--- src/rtl/ptt_pkg.sv ---
// Package for the periodic task timer table: sizes, command codes, FSM states
// and the structs that pass between the sequencer, slot store and compare unit.
// No dependencies.
`timescale 1ns / 1ps

package ptt_pkg;

  localparam int MAX_TIMERS  = 16;
  localparam int MAX_RESULTS = 16;
  localparam int IDX_W   = (MAX_TIMERS > 1) ? $clog2(MAX_TIMERS) : 1;
  localparam int CNT_W   = $clog2(MAX_TIMERS + 1);
  localparam int RES_W   = $clog2(MAX_RESULTS + 1);
  localparam int TAG_W   = 8;
  localparam int TIME_W  = 32;
  localparam int COUNT_W = 5;

  typedef enum logic [2:0] {
    K_ADD   = 3'd0,
    K_SET   = 3'd1,
    K_START = 3'd2,
    K_STOP  = 3'd3,
    K_RESET = 3'd4,
    K_QUERY = 3'd5,
    K_COUNT = 3'd6,
    K_POLL  = 3'd7
  } ptt_kind_t;

  typedef enum logic [1:0] {
    ST_IDLE,
    ST_CMD,
    ST_SEARCH,
    ST_POLL
  } ptt_state_t;

  typedef enum logic {
    CMP_TAG,
    CMP_EXP
  } ptt_cmp_mode_t;

  typedef struct packed {
    logic [TAG_W-1:0]  tag;
    logic [TIME_W-1:0] interval;
    logic [TIME_W-1:0] last_ev;
    logic              enabled;
  } ptt_slot_t;

  typedef struct packed {
    logic [IDX_W-1:0] addr;
    logic             we_tag;
    logic             we_interval;
    logic             we_last;
    logic             we_enabled;
    ptt_slot_t        data;
  } ptt_wr_t;

  typedef struct packed {
    logic               valid;
    logic               ok;
    logic               enabled_flag;
    logic [COUNT_W-1:0] task_count;
    logic               fired;
    logic [TAG_W-1:0]   fired_tag;
    logic               last;
  } ptt_res_t;

endpackage

--- src/rtl/ptt_slot_store.sv ---
// Slot store: tag, interval, last-event time and enable bit of every timer.
// One write port with per-field enables, one read port. Depends on ptt_pkg.
`timescale 1ns / 1ps

module ptt_slot_store import ptt_pkg::*; (
  input  logic             clk,
  input  logic             rst_n,
  input  ptt_wr_t          wr,
  input  logic [IDX_W-1:0] rd_addr,
  output ptt_slot_t        rd_slot
);

  logic [TAG_W-1:0]      tag_r      [MAX_TIMERS];
  logic [TIME_W-1:0]     interval_r [MAX_TIMERS];
  logic [TIME_W-1:0]     last_ev_r  [MAX_TIMERS];
  logic [MAX_TIMERS-1:0] enabled_r;

  always_ff @(posedge clk) begin
    if (wr.we_tag) begin
      tag_r[wr.addr] <= wr.data.tag;
    end
    if (wr.we_interval) begin
      interval_r[wr.addr] <= wr.data.interval;
    end
    if (wr.we_last) begin
      last_ev_r[wr.addr] <= wr.data.last_ev;
    end
  end

  always_ff @(posedge clk) begin
    if (!rst_n) begin
      enabled_r <= '0;
    end else if (wr.we_enabled) begin
      enabled_r[wr.addr] <= wr.data.enabled;
    end
  end

  assign rd_slot.tag      = tag_r[rd_addr];
  assign rd_slot.interval = interval_r[rd_addr];
  assign rd_slot.last_ev  = last_ev_r[rd_addr];
  assign rd_slot.enabled  = enabled_r[rd_addr];

endmodule

--- src/rtl/ptt_cmp_unit.sv ---
// Shared compare unit: one 32-bit subtractor serves both the tag match of a
// search and the expiry test of a poll. Depends on ptt_pkg.
`timescale 1ns / 1ps

module ptt_cmp_unit import ptt_pkg::*; (
  input  ptt_cmp_mode_t     mode,
  input  ptt_slot_t         slot,
  input  logic [TAG_W-1:0]  cmd_tag,
  input  logic [TIME_W-1:0] cmd_now,
  output logic              hit
);

  logic [TIME_W-1:0] op_a;
  logic [TIME_W-1:0] op_b;
  logic [TIME_W-1:0] diff;

  always_comb begin
    case (mode)
      CMP_TAG: begin
        op_a = TIME_W'(slot.tag);
        op_b = TIME_W'(cmd_tag);
      end
      default: begin
        op_a = cmd_now;
        op_b = slot.last_ev;
      end
    endcase
  end

  assign diff = op_a - op_b;

  always_comb begin
    case (mode)
      CMP_TAG: hit = (diff == '0);
      default: hit = (diff > slot.interval);
    endcase
  end

endmodule

--- src/rtl/ptt_seq.sv ---
// Sequencer: takes a command, walks the slots one per cycle through the
// compare unit, issues slot writes and result transactions. Depends on ptt_pkg.
`timescale 1ns / 1ps

module ptt_seq import ptt_pkg::*; (
  input  logic              clk,
  input  logic              rst_n,
  input  logic              start,
  input  logic [2:0]        kind,
  input  logic [TAG_W-1:0]  task_tag,
  input  logic [TIME_W-1:0] interval,
  input  logic              enable_on_add,
  input  logic [TIME_W-1:0] now,
  output logic              busy,
  output logic [IDX_W-1:0]  rd_addr,
  input  ptt_slot_t         slot,
  input  logic              hit,
  output ptt_cmp_mode_t     cmp_mode,
  output logic [TAG_W-1:0]  cmd_tag,
  output logic [TIME_W-1:0] cmd_now,
  output ptt_wr_t           wr,
  output ptt_res_t          res
);

  ptt_state_t state_r, state_nxt;

  ptt_kind_t         kind_r;
  logic [TAG_W-1:0]  tag_r;
  logic [TIME_W-1:0] interval_r;
  logic              en_add_r;
  logic [TIME_W-1:0] now_r;

  logic [CNT_W-1:0]  idx_r, idx_nxt;
  logic [CNT_W-1:0]  used_r, used_nxt;
  logic [RES_W-1:0]  nfire_r, nfire_nxt;
  logic              pend_r, pend_nxt;
  logic [TAG_W-1:0]  pend_tag_r, pend_tag_nxt;

  logic scan_end;
  logic poll_done;

  assign scan_end  = (idx_r >= used_r);
  assign poll_done = scan_end || (nfire_r >= RES_W'(MAX_RESULTS));

  assign busy     = (state_r != ST_IDLE);
  assign rd_addr  = idx_r[IDX_W-1:0];
  assign cmd_tag  = tag_r;
  assign cmd_now  = now_r;
  assign cmp_mode = (state_r == ST_POLL) ? CMP_EXP : CMP_TAG;

  // Next state.
  always_comb begin
    state_nxt = state_r;
    case (state_r)
      ST_IDLE: begin
        if (start) begin
          case (ptt_kind_t'(kind))
            K_ADD, K_COUNT: state_nxt = ST_CMD;
            K_POLL:         state_nxt = ST_POLL;
            default:        state_nxt = ST_SEARCH;
          endcase
        end
      end
      ST_CMD: state_nxt = ST_IDLE;
      ST_SEARCH: begin
        if (scan_end || hit) begin
          state_nxt = ST_IDLE;
        end
      end
      ST_POLL: begin
        if (poll_done) begin
          state_nxt = ST_IDLE;
        end
      end
      default: state_nxt = ST_IDLE;
    endcase
  end

  // Datapath control, slot writes and results.
  always_comb begin
    wr           = '0;
    wr.addr      = idx_r[IDX_W-1:0];
    res          = '0;
    idx_nxt      = idx_r;
    used_nxt     = used_r;
    nfire_nxt    = nfire_r;
    pend_nxt     = pend_r;
    pend_tag_nxt = pend_tag_r;
    case (state_r)
      ST_IDLE: begin
        if (start) begin
          idx_nxt   = '0;
          nfire_nxt = '0;
          pend_nxt  = 1'b0;
        end
      end
      ST_CMD: begin
        res.valid = 1'b1;
        res.last  = 1'b1;
        if (kind_r == K_ADD) begin
          if (used_r < CNT_W'(MAX_TIMERS)) begin
            wr.addr          = used_r[IDX_W-1:0];
            wr.we_tag        = 1'b1;
            wr.we_interval   = 1'b1;
            wr.we_last       = 1'b1;
            wr.we_enabled    = 1'b1;
            wr.data.tag      = tag_r;
            wr.data.interval = interval_r;
            wr.data.last_ev  = now_r;
            wr.data.enabled  = en_add_r;
            used_nxt         = CNT_W'(used_r + 1'b1);
            res.ok           = 1'b1;
          end
        end else begin
          res.ok = 1'b1;
        end
      end
      ST_SEARCH: begin
        if (scan_end) begin
          res.valid = 1'b1;
          res.last  = 1'b1;
        end else if (hit) begin
          res.valid = 1'b1;
          res.last  = 1'b1;
          res.ok    = 1'b1;
          case (kind_r)
            K_SET: begin
              wr.we_interval   = 1'b1;
              wr.data.interval = interval_r;
            end
            K_START: begin
              wr.we_enabled   = 1'b1;
              wr.data.enabled = 1'b1;
              wr.we_last      = !slot.enabled;
              wr.data.last_ev = now_r;
            end
            K_STOP: begin
              wr.we_enabled   = 1'b1;
              wr.data.enabled = 1'b0;
            end
            K_RESET: begin
              wr.we_last      = 1'b1;
              wr.data.last_ev = now_r;
            end
            K_QUERY: res.enabled_flag = slot.enabled;
            default: ;
          endcase
        end else begin
          idx_nxt = CNT_W'(idx_r + 1'b1);
        end
      end
      ST_POLL: begin
        if (poll_done) begin
          // The held-back fire (if any) goes out marked as the final one.
          res.valid     = 1'b1;
          res.last      = 1'b1;
          res.ok        = 1'b1;
          res.fired     = pend_r;
          res.fired_tag = pend_r ? pend_tag_r : '0;
        end else begin
          idx_nxt = CNT_W'(idx_r + 1'b1);
          if (slot.enabled && hit) begin
            wr.we_last      = 1'b1;
            wr.data.last_ev = now_r;
            if (pend_r) begin
              res.valid     = 1'b1;
              res.ok        = 1'b1;
              res.fired     = 1'b1;
              res.fired_tag = pend_tag_r;
            end
            pend_nxt     = 1'b1;
            pend_tag_nxt = slot.tag;
            nfire_nxt    = RES_W'(nfire_r + 1'b1);
          end
        end
      end
      default: ;
    endcase
    res.task_count = COUNT_W'(used_nxt);
  end

  always_ff @(posedge clk) begin
    if (!rst_n) begin
      state_r <= ST_IDLE;
      used_r  <= '0;
      idx_r   <= '0;
      nfire_r <= '0;
      pend_r  <= 1'b0;
    end else begin
      state_r <= state_nxt;
      used_r  <= used_nxt;
      idx_r   <= idx_nxt;
      nfire_r <= nfire_nxt;
      pend_r  <= pend_nxt;
    end
  end

  always_ff @(posedge clk) begin
    pend_tag_r <= pend_tag_nxt;
    if (start && !busy) begin
      kind_r     <= ptt_kind_t'(kind);
      tag_r      <= task_tag;
      interval_r <= interval;
      en_add_r   <= enable_on_add;
      now_r      <= now;
    end
  end

endmodule

--- src/rtl/periodic_task_timer_table.sv ---
// Top level of the periodic task timer table: sequencer, slot store, shared
// compare unit and the result output register. Depends on ptt_pkg and submodules.
`timescale 1ns / 1ps

// Channel   Direction  Handshake                     Payload
// command   in         start, busy                   in_kind, in_task_tag, in_interval,
//                                                    in_enable_on_add, in_now
// result    out        out_valid (one-cycle strobe)  out_ok, out_enabled_flag,
//                                                    out_task_count, out_fired,
//                                                    out_fired_tag, out_last
//
// A command transaction is taken when start is high and busy is low. Add and count
// are done in the command state; a tag search walks the used slots until a match,
// and a poll walks all used slots; both are paced by the single read port of the
// slot store and the one compare unit, which look at one slot per cycle.
// Each result shows on the out_ ports for exactly one cycle, in the cycle after the
// sequencer produces it; the receiver cannot stall. Synchronous active-low reset
// clears the slot count, the enable bits and the sequencer; other slot fields are
// written by add before any command can read them.

module periodic_task_timer_table import ptt_pkg::*; (
  input  logic                clk,
  input  logic                rst_n,
  input  logic                start,
  output logic                busy,
  input  logic [2:0]          in_kind,
  input  logic [TAG_W-1:0]    in_task_tag,
  input  logic [TIME_W-1:0]   in_interval,
  input  logic                in_enable_on_add,
  input  logic [TIME_W-1:0]   in_now,
  output logic                out_valid,
  output logic                out_ok,
  output logic                out_enabled_flag,
  output logic [COUNT_W-1:0]  out_task_count,
  output logic                out_fired,
  output logic [TAG_W-1:0]    out_fired_tag,
  output logic                out_last
);

  logic [IDX_W-1:0]  rd_addr;
  ptt_slot_t         slot;
  logic              hit;
  ptt_cmp_mode_t     cmp_mode;
  logic [TAG_W-1:0]  cmd_tag;
  logic [TIME_W-1:0] cmd_now;
  ptt_wr_t           wr;
  ptt_res_t          res;

  logic               out_valid_r;
  logic               out_ok_r;
  logic               out_enabled_flag_r;
  logic [COUNT_W-1:0] out_task_count_r;
  logic               out_fired_r;
  logic [TAG_W-1:0]   out_fired_tag_r;
  logic               out_last_r;

  // The sequencer owns the command registers, the slot count and the walk index.
  ptt_seq u_seq (
    .clk           (clk),
    .rst_n         (rst_n),
    .start         (start),
    .kind          (in_kind),
    .task_tag      (in_task_tag),
    .interval      (in_interval),
    .enable_on_add (in_enable_on_add),
    .now           (in_now),
    .busy          (busy),
    .rd_addr       (rd_addr),
    .slot          (slot),
    .hit           (hit),
    .cmp_mode      (cmp_mode),
    .cmd_tag       (cmd_tag),
    .cmd_now       (cmd_now),
    .wr            (wr),
    .res           (res)
  );

  // Slot fields; the write port serves add, the addressed commands and poll reloads.
  ptt_slot_store u_store (
    .clk     (clk),
    .rst_n   (rst_n),
    .wr      (wr),
    .rd_addr (rd_addr),
    .rd_slot (slot)
  );

  // Tag match during a search, expiry test during a poll.
  ptt_cmp_unit u_cmp (
    .mode    (cmp_mode),
    .slot    (slot),
    .cmd_tag (cmd_tag),
    .cmd_now (cmd_now),
    .hit     (hit)
  );

  // Result register: the strobe is reset, the payload simply follows.
  always_ff @(posedge clk) begin
    if (!rst_n) begin
      out_valid_r <= 1'b0;
    end else begin
      out_valid_r <= res.valid;
    end
  end

  always_ff @(posedge clk) begin
    out_ok_r           <= res.ok;
    out_enabled_flag_r <= res.enabled_flag;
    out_task_count_r   <= res.task_count;
    out_fired_r        <= res.fired;
    out_fired_tag_r    <= res.fired_tag;
    out_last_r         <= res.last;
  end

  assign out_valid        = out_valid_r;
  assign out_ok           = out_ok_r;
  assign out_enabled_flag = out_enabled_flag_r;
  assign out_task_count   = out_task_count_r;
  assign out_fired        = out_fired_r;
  assign out_fired_tag    = out_fired_tag_r;
  assign out_last         = out_last_r;

endmodule

--- config.mk ---
export PLATFORM = sky130hd
export DESIGN_NAME = periodic_task_timer_table
export DESIGN_NICKNAME = d
export VERILOG_FILES = /design/src/rtl/ptt_pkg.sv /design/src/rtl/ptt_slot_store.sv /design/src/rtl/ptt_cmp_unit.sv /design/src/rtl/ptt_seq.sv /design/src/rtl/periodic_task_timer_table.sv
export SDC_FILE = /design/constraint.sdc
export NUM_CORES = 1
export LEC_CHECK = 0
export ABC_CLOCK_PERIOD_IN_PS = 12100
export BUFFER_PORTS_ARGS = -buffer_cell sky130_fd_sc_hd__buf_2
export CAP_MARGIN = 20
export CORE_MARGIN = 2
export CORE_UTILIZATION = 35
export DETAILED_ROUTE_END_ITERATION = 16
export MAX_ROUTING_LAYER = met4
export SLEW_MARGIN = 15
export SYNTH_ARGS = -nofsm -noshare
export SYNTH_HDL_FRONTEND = slang
export SYNTH_SLANG_ARGS = --single-unit
--- constraint.sdc ---
create_clock -name clk -period 12.1 [get_ports clk]
set_input_delay 3.63 -clock clk [delete_from_list [all_inputs] [get_ports clk]]
set_output_delay 3.63 -clock clk [all_outputs]
set_load 0.1 [all_outputs]
# == Yosys cells after proc, flatten, opt, wreduce, memory -nomap -nowiden ==
# Memory sizes are Yosys's and may differ from the RTL's. A register that Yosys moved wholly into a read port is not among the register bits.
# Index checks and enable logic that the tools add are counted.
# totals
n_memories,3
out_inout_bits,19
regBits,136
input_bits,79
ram_bits,1152
word_cells,159
# op_classes
n_eq_ne,17
bitwise_logic,4
order_cmp,7
reduce_logical,22
addsub,4
muxes,83
# memory_table
name,words,width,rd,rd_ports_with_merged_regs,wr,line_no,source
u_store.interval_r,16,32,1,1,1,ptt_slot_store.sv:14,logic [TIME_W-1:0] interval_r [MAX_TIMERS];
u_store.last_ev_r,16,32,1,1,1,ptt_slot_store.sv:15,logic [TIME_W-1:0] last_ev_r [MAX_TIMERS];
u_store.tag_r,16,8,1,1,1,ptt_slot_store.sv:13,logic [TAG_W-1:0] tag_r [MAX_TIMERS];
# op_table
cell,count
$mux W32,6
$mux W81,2
$mux W65,2
$pmux W32 S3,1
$pmux W32 S2,1
$mux W5,10
$gt A32 B32 Y1,1
$logic_not A32 Y1,1
$sub A32 B32 Y32,1
$mux W9,3
$mux W1,25
$mux W4,6
$bwmux W16,1
$mux W8,2
$add A5 B1 Y5 const B,3
$pmux W5 S3,1
$mux W2,7
$eq A3 B3 Y1 const B,4
$lt A4 B5 Y1 const B,2
$ne A2 B2 Y1 const B,5
$pmux W1 S2,5
$pmux W5 S2,1
$mux W3,3
$pmux W2 S4,1
other kinds (27),43

# == Logic depth before layout (Yosys ltp) ==
# logic_depth
word_depth,12
depth_mapped,28
ltp_nobuf,24

# == Cells and area by module ==
# A second synthesis with hierarchy kept.
# unflattened
cells_unflattened,2700
hier_area_um2,52067.4
# modules_own_cells
module,cells_per_inst,n_inst,area_per_inst_um2,seq_area_each_um2
ptt_slot_store,1905,1,44236.2,34913.5
ptt_seq,342,1,4441.8,2882.8
ptt_cmp_unit,434,1,3022.9,0.0
periodic_task_timer_table,19,1,366.6,360.3

# == Least setup slack after synthesis ==
# Ideal clock, no wire load.
# synth_timing
path_type,reg2reg
startpoint,reg (tool-made name)
endpoint,mem u_store.last_ev_r[14][0] (enable)
t_arrival_ns,8.245
synth_period_minus_slack_ns,8.666
path_slack_ns,3.434
setup_ns,0.421
n_path_buf,4
path_stages_with_launch,27
required_time_ns,11.679
path_cell_list,dfxtp_1 -> clkbuf_1 -> buf_1 -> buf_1 -> mux4_2 -> mux4_2 -> mux2i_1 -> ha_1 -> inv_1 -> fa_1 -> a21o_1 -> a221oi_4 -> o21ai_1 -> a211oi_1 -> xor2_1 -> inv_1 -> ha_1 -> nand2_1 -> nor3_1 -> nand3_1 -> o21bai_1 -> o221ai_1 -> o31ai_1 -> nor2_2 -> o31ai_2 -> buf_6 -> nor2_1
# synth_rtl
item,line_no
to (decl),ptt_slot_store.sv:15

==> results.py <==
metrics = {
    "run_status": {
        "status": "finished clean",
    },
    "drt": {
        "ant_nets": 0,
        "wl_per_cell_um": 26.5,
        "first_pass_iters": 7,
        "drtIter0Drc": 2718,
        "vias_per_cell": 5.41,
        "routed_wl_um": 131000,
        "drc": 0,
        "vias": 26600,
    },
    "synthesis": {
        "synth_cell_types": 82,
        "synth_nets": 2817,
        "synthArstFlopShare_pct": 0,
        "yosys_register_bits": 1292,
        "synth_edf_count": 1236,
        "yosys.area.top_type": "edfxtp_1",
        "ys_seq_area_share_pct": 72.3,
        "yosys_most_used_dff": "edfxtp_1",
        "netlist.area_leader.share_pct": 70.2,
        "netlist_area_mm2": 0.0529,
        "syn_area_per_cell_um2": 19.9,
        "yosys_warnings": 0,
        "netlist_top_cells_area": "edfxtp_1 (70%), mux4_2 (16%), dfxtp_1 (2.1%)",
        "syn_inst": 2662,
    },
    "sta": {
        "rsz0062_at_grt": "no",
        "fmax_ghz": 0.107,
        "worst_pin_slew_ns": 1.18,
        "fin_setup_tns_ns": 0,
        "setup_viol": 0,
        "period_minus_slack_ns": 9.34,
        "maxSlewViolCount": 0,
        "skew_ns": 0.0355,
        "relSlewSlack_pct": 20.5,
        "post-route-period-util_pct": 77.2,
        "final-hold-violation-count": 0,
    },
    "final_layout": {
        "fin_area_mm2": 0.0602,
        "drive_gt1_share_pct": 27.2,
        "finalNetCount": 2962,
        "final_cell_mix": "edfxtp_1 (1236), mux4_2 (365), clkbuf_16 (136)",
        "area_delta_synth_final_pct": 13.8,
        "final_common_cell": "edfxtp_1",
        "fin_cells": 4928,
    },
    "critical_path": {
        "cp.arrival_ns": 9.70,
        "startpoint_type": "flop",
        "critPathKind": "reg -> reg",
        "cp-end-kind": "flop",
        "path_max_fanout": 61,
        "r2r_cells": 23,
        "rr_endpoint": "u_store.interval_r[4][11]$_DFFE_PP_",
        "reg2reg_setup_slack_ns": 2.76,
        "crit_required_ns": 12.46,
    },
    "clocking": {
        "tritoncts.num_buffers": 133,
        "hold_buffers": 0,
        "clockBufferDepth": 3,
        "cts_resized": 0,
        "cts_root_buffer": "clkbuf_16",
        "cts_max_level": 4,
        "clock_latency_ns": 0.77,
        "cts_setup_buffers": 0,
        "cts_tree": "built",
        "clock_sinks": 1292,
        "clk_pin_slew_ns": 0.06,
    },
    "floorplan": {
        "rows": 142,
        "initial_core_util_pct": 35.3,
        "die_area_mm2": 0.154,
        "ioPinCount": 98,
        "die_y_um": 393,
        "fp.coreArea_mm2": 0.150,
        "die_w_um": 393,
    },
    "hold_path": {
        "min_from": "u_seq.pend_tag_r[7]$_DFFE_PP_",
        "min_path_type": "reg -> reg",
        "hold-path-endpoint": "out_fired_tag[7]$_SDFF_PP0_",
        "worstHoldPathCells": 1,
    },
    "grt": {
        "grt_usage_pct": 17.6,
        "grt_max_degree": 110,
        "antenna_found_initial": 9,
        "grt_pass1_wl_um": 190000,
        "overflow": 0,
        "grt_pass1_vias": 26900,
    },
    "power": {
        "power_density_mw_per_mm2": 163,
        "p_total_mw": 9.83,
        "p_leak_nw": 18.6,
        "irDropWorstVdd_mv": 0.144,
    },
    "placement": {
        "place_hpwl_um": 82700,
        "place.port_buffers": 97,
        "dp_cells": 4683,
        "placed_area_mm2": 0.0559,
        "gp_congestion": 0.925,
    },
    "run": {
        "maxCapViolations": 0,
    },
}
cell usage after synthesis (11+ instances only):
cell	number
nand2_1	106
a21o_1	20
nand3_1	27
o21ai_0	34
xor2_1	13
inv_1	54
nor3_1	19
clkbuf_1	80
and3_1	35
dfxtp_1	56
and4_1	21
ha_1	75
nand4_1	18
buf_1	38
a31oi_1	11
buf_2	12
and2_1	84
o221a_2	19
edfxtp_1	1236
xnor2_1	11
mux2i_1	16
a21oi_1	45
mux4_2	365
nor2_1	86
registers in the layout, summed over array words and instances, names as in the netlist, 2 cells and up, named ones only:
signal and cells:
u_store.interval_r 512, u_seq.used_r 5, out_fired_tag 8, u_seq.nfire_r 5, u_seq.cmd_tag 8, u_seq.idx_r 5
u_store.last_ev_r 512, u_store.tag_r 128, u_seq.interval_r 32, u_seq.state_r 2, u_seq.pend_tag_r 8, u_store.enabled_r 16
u_seq.kind_r 3, out_task_count 5, u_seq.cmd_now 32
where the power goes:
part | switching [mW] | internal (mW) | leakage (nW) | total, mW
registers | 0.0392 | 4.87 | 11.5 | 4.91
clock network | 1.70 | 2.36 | 2.08 | 4.06
logic | 0.509 | 0.348 | 4.96 | 0.856
total | 2.25 | 7.58 | 18.6 | 9.83
critical path, cell delays in order (launching register included):
cell	delay, ns
dfxtp_4	0.90
buf_12	0.44
mux4_2	0.60
mux4_2	0.48
nand2_1	0.10
ha_1	0.40
a21oi_1	0.33
o22ai_1	0.13
o21ai_1	0.48
nor2_1	0.07
a2111oi_0	0.82
a21oi_1	0.19
or2_2	0.36
ha_1	0.30
nand4_1	0.09
nor2_1	0.17
nand3_1	0.14
o21bai_1	0.20
o221ai_1	0.19
o31ai_2	0.09
buf_4	0.19
a21oi_2	0.17
a31o_2	0.79
and4_2	1.08
layout make-up:
type	count	area, µm²
Multi-Input combinational cell	1175	14000
Sequential cell	1292	38300
Antenna cell	3	7.51
Fill cell	13400	89800
Inverter	55	206
Clock buffer	173	3550
Tap cell	2016	2520
Timing Repair Buffer	150	917
Clock inverter	64	713
worst max-delay path by stage:
stage               from                                   to  slack, ns  cells after the start
floorplan           flop   u_store.last_ev_r[14][0]$_DFFE_PP_       3.43                     26
global placement    flop   u_store.interval_r[6][8]$_DFFE_PP_       2.76                     23
detailed placement  flop   u_store.interval_r[4][8]$_DFFE_PP_       2.71                     23
CTS                 flop  u_store.interval_r[4][16]$_DFFE_PP_       2.68                     23
global route        flop  u_store.interval_r[4][17]$_DFFE_PP_       2.11                     23
finish              flop  u_store.interval_r[4][11]$_DFFE_PP_       2.76                     23
logic make-up (layout without fill, tap and decap cells):
| group | Yosys count | after routing | share of synthesized area (%) |
|---|---|---|---|
| flip-flops | 1292 | 1292 | 72.3 |
| AND/OR/NAND/NOR | 451 | 451 | 4.49 |
| multiplexers | 390 | 390 | 16.0 |
| AO/OA/AOI/OAI | 234 | 234 | 3.40 |
| buffers and inverters | 195 | 442 | 1.53 |
| adder cells (fa/ha/maj) | 76 | 76 | 1.81 |
| XOR/XNOR | 24 | 24 | 0.398 |
| other | 0 | 3 | 0 |
per-layer routing:
layer	wire length (µm)	GRT usage [%]	share of wire, %
met2	61000	26.2	47
met3	9760	3.75	7.5
met1	56900	24.4	44
met4	2900	4.81	2.2
met5	0	-	0
per-stage QoR:
| stage | hold WS [ns] | util, % | setup WS [ns] |
|---|---|---|---|
| 4_1_cts | 0.440 | 40.1 | 2.68 |
| 6_report | 0.438 | 40.1 | 2.76 |
| 5_1_grt | 0.476 | 40.1 | 2.11 |
| 3_5_place_dp | 0.427 | 37.3 | 2.71 |
| 3_3_place_gp | 0.427 | 37.2 | 2.76 |
| 2_1_floorplan | 0.420 | - | 3.43 |
(Power assumes the default switching activity.)
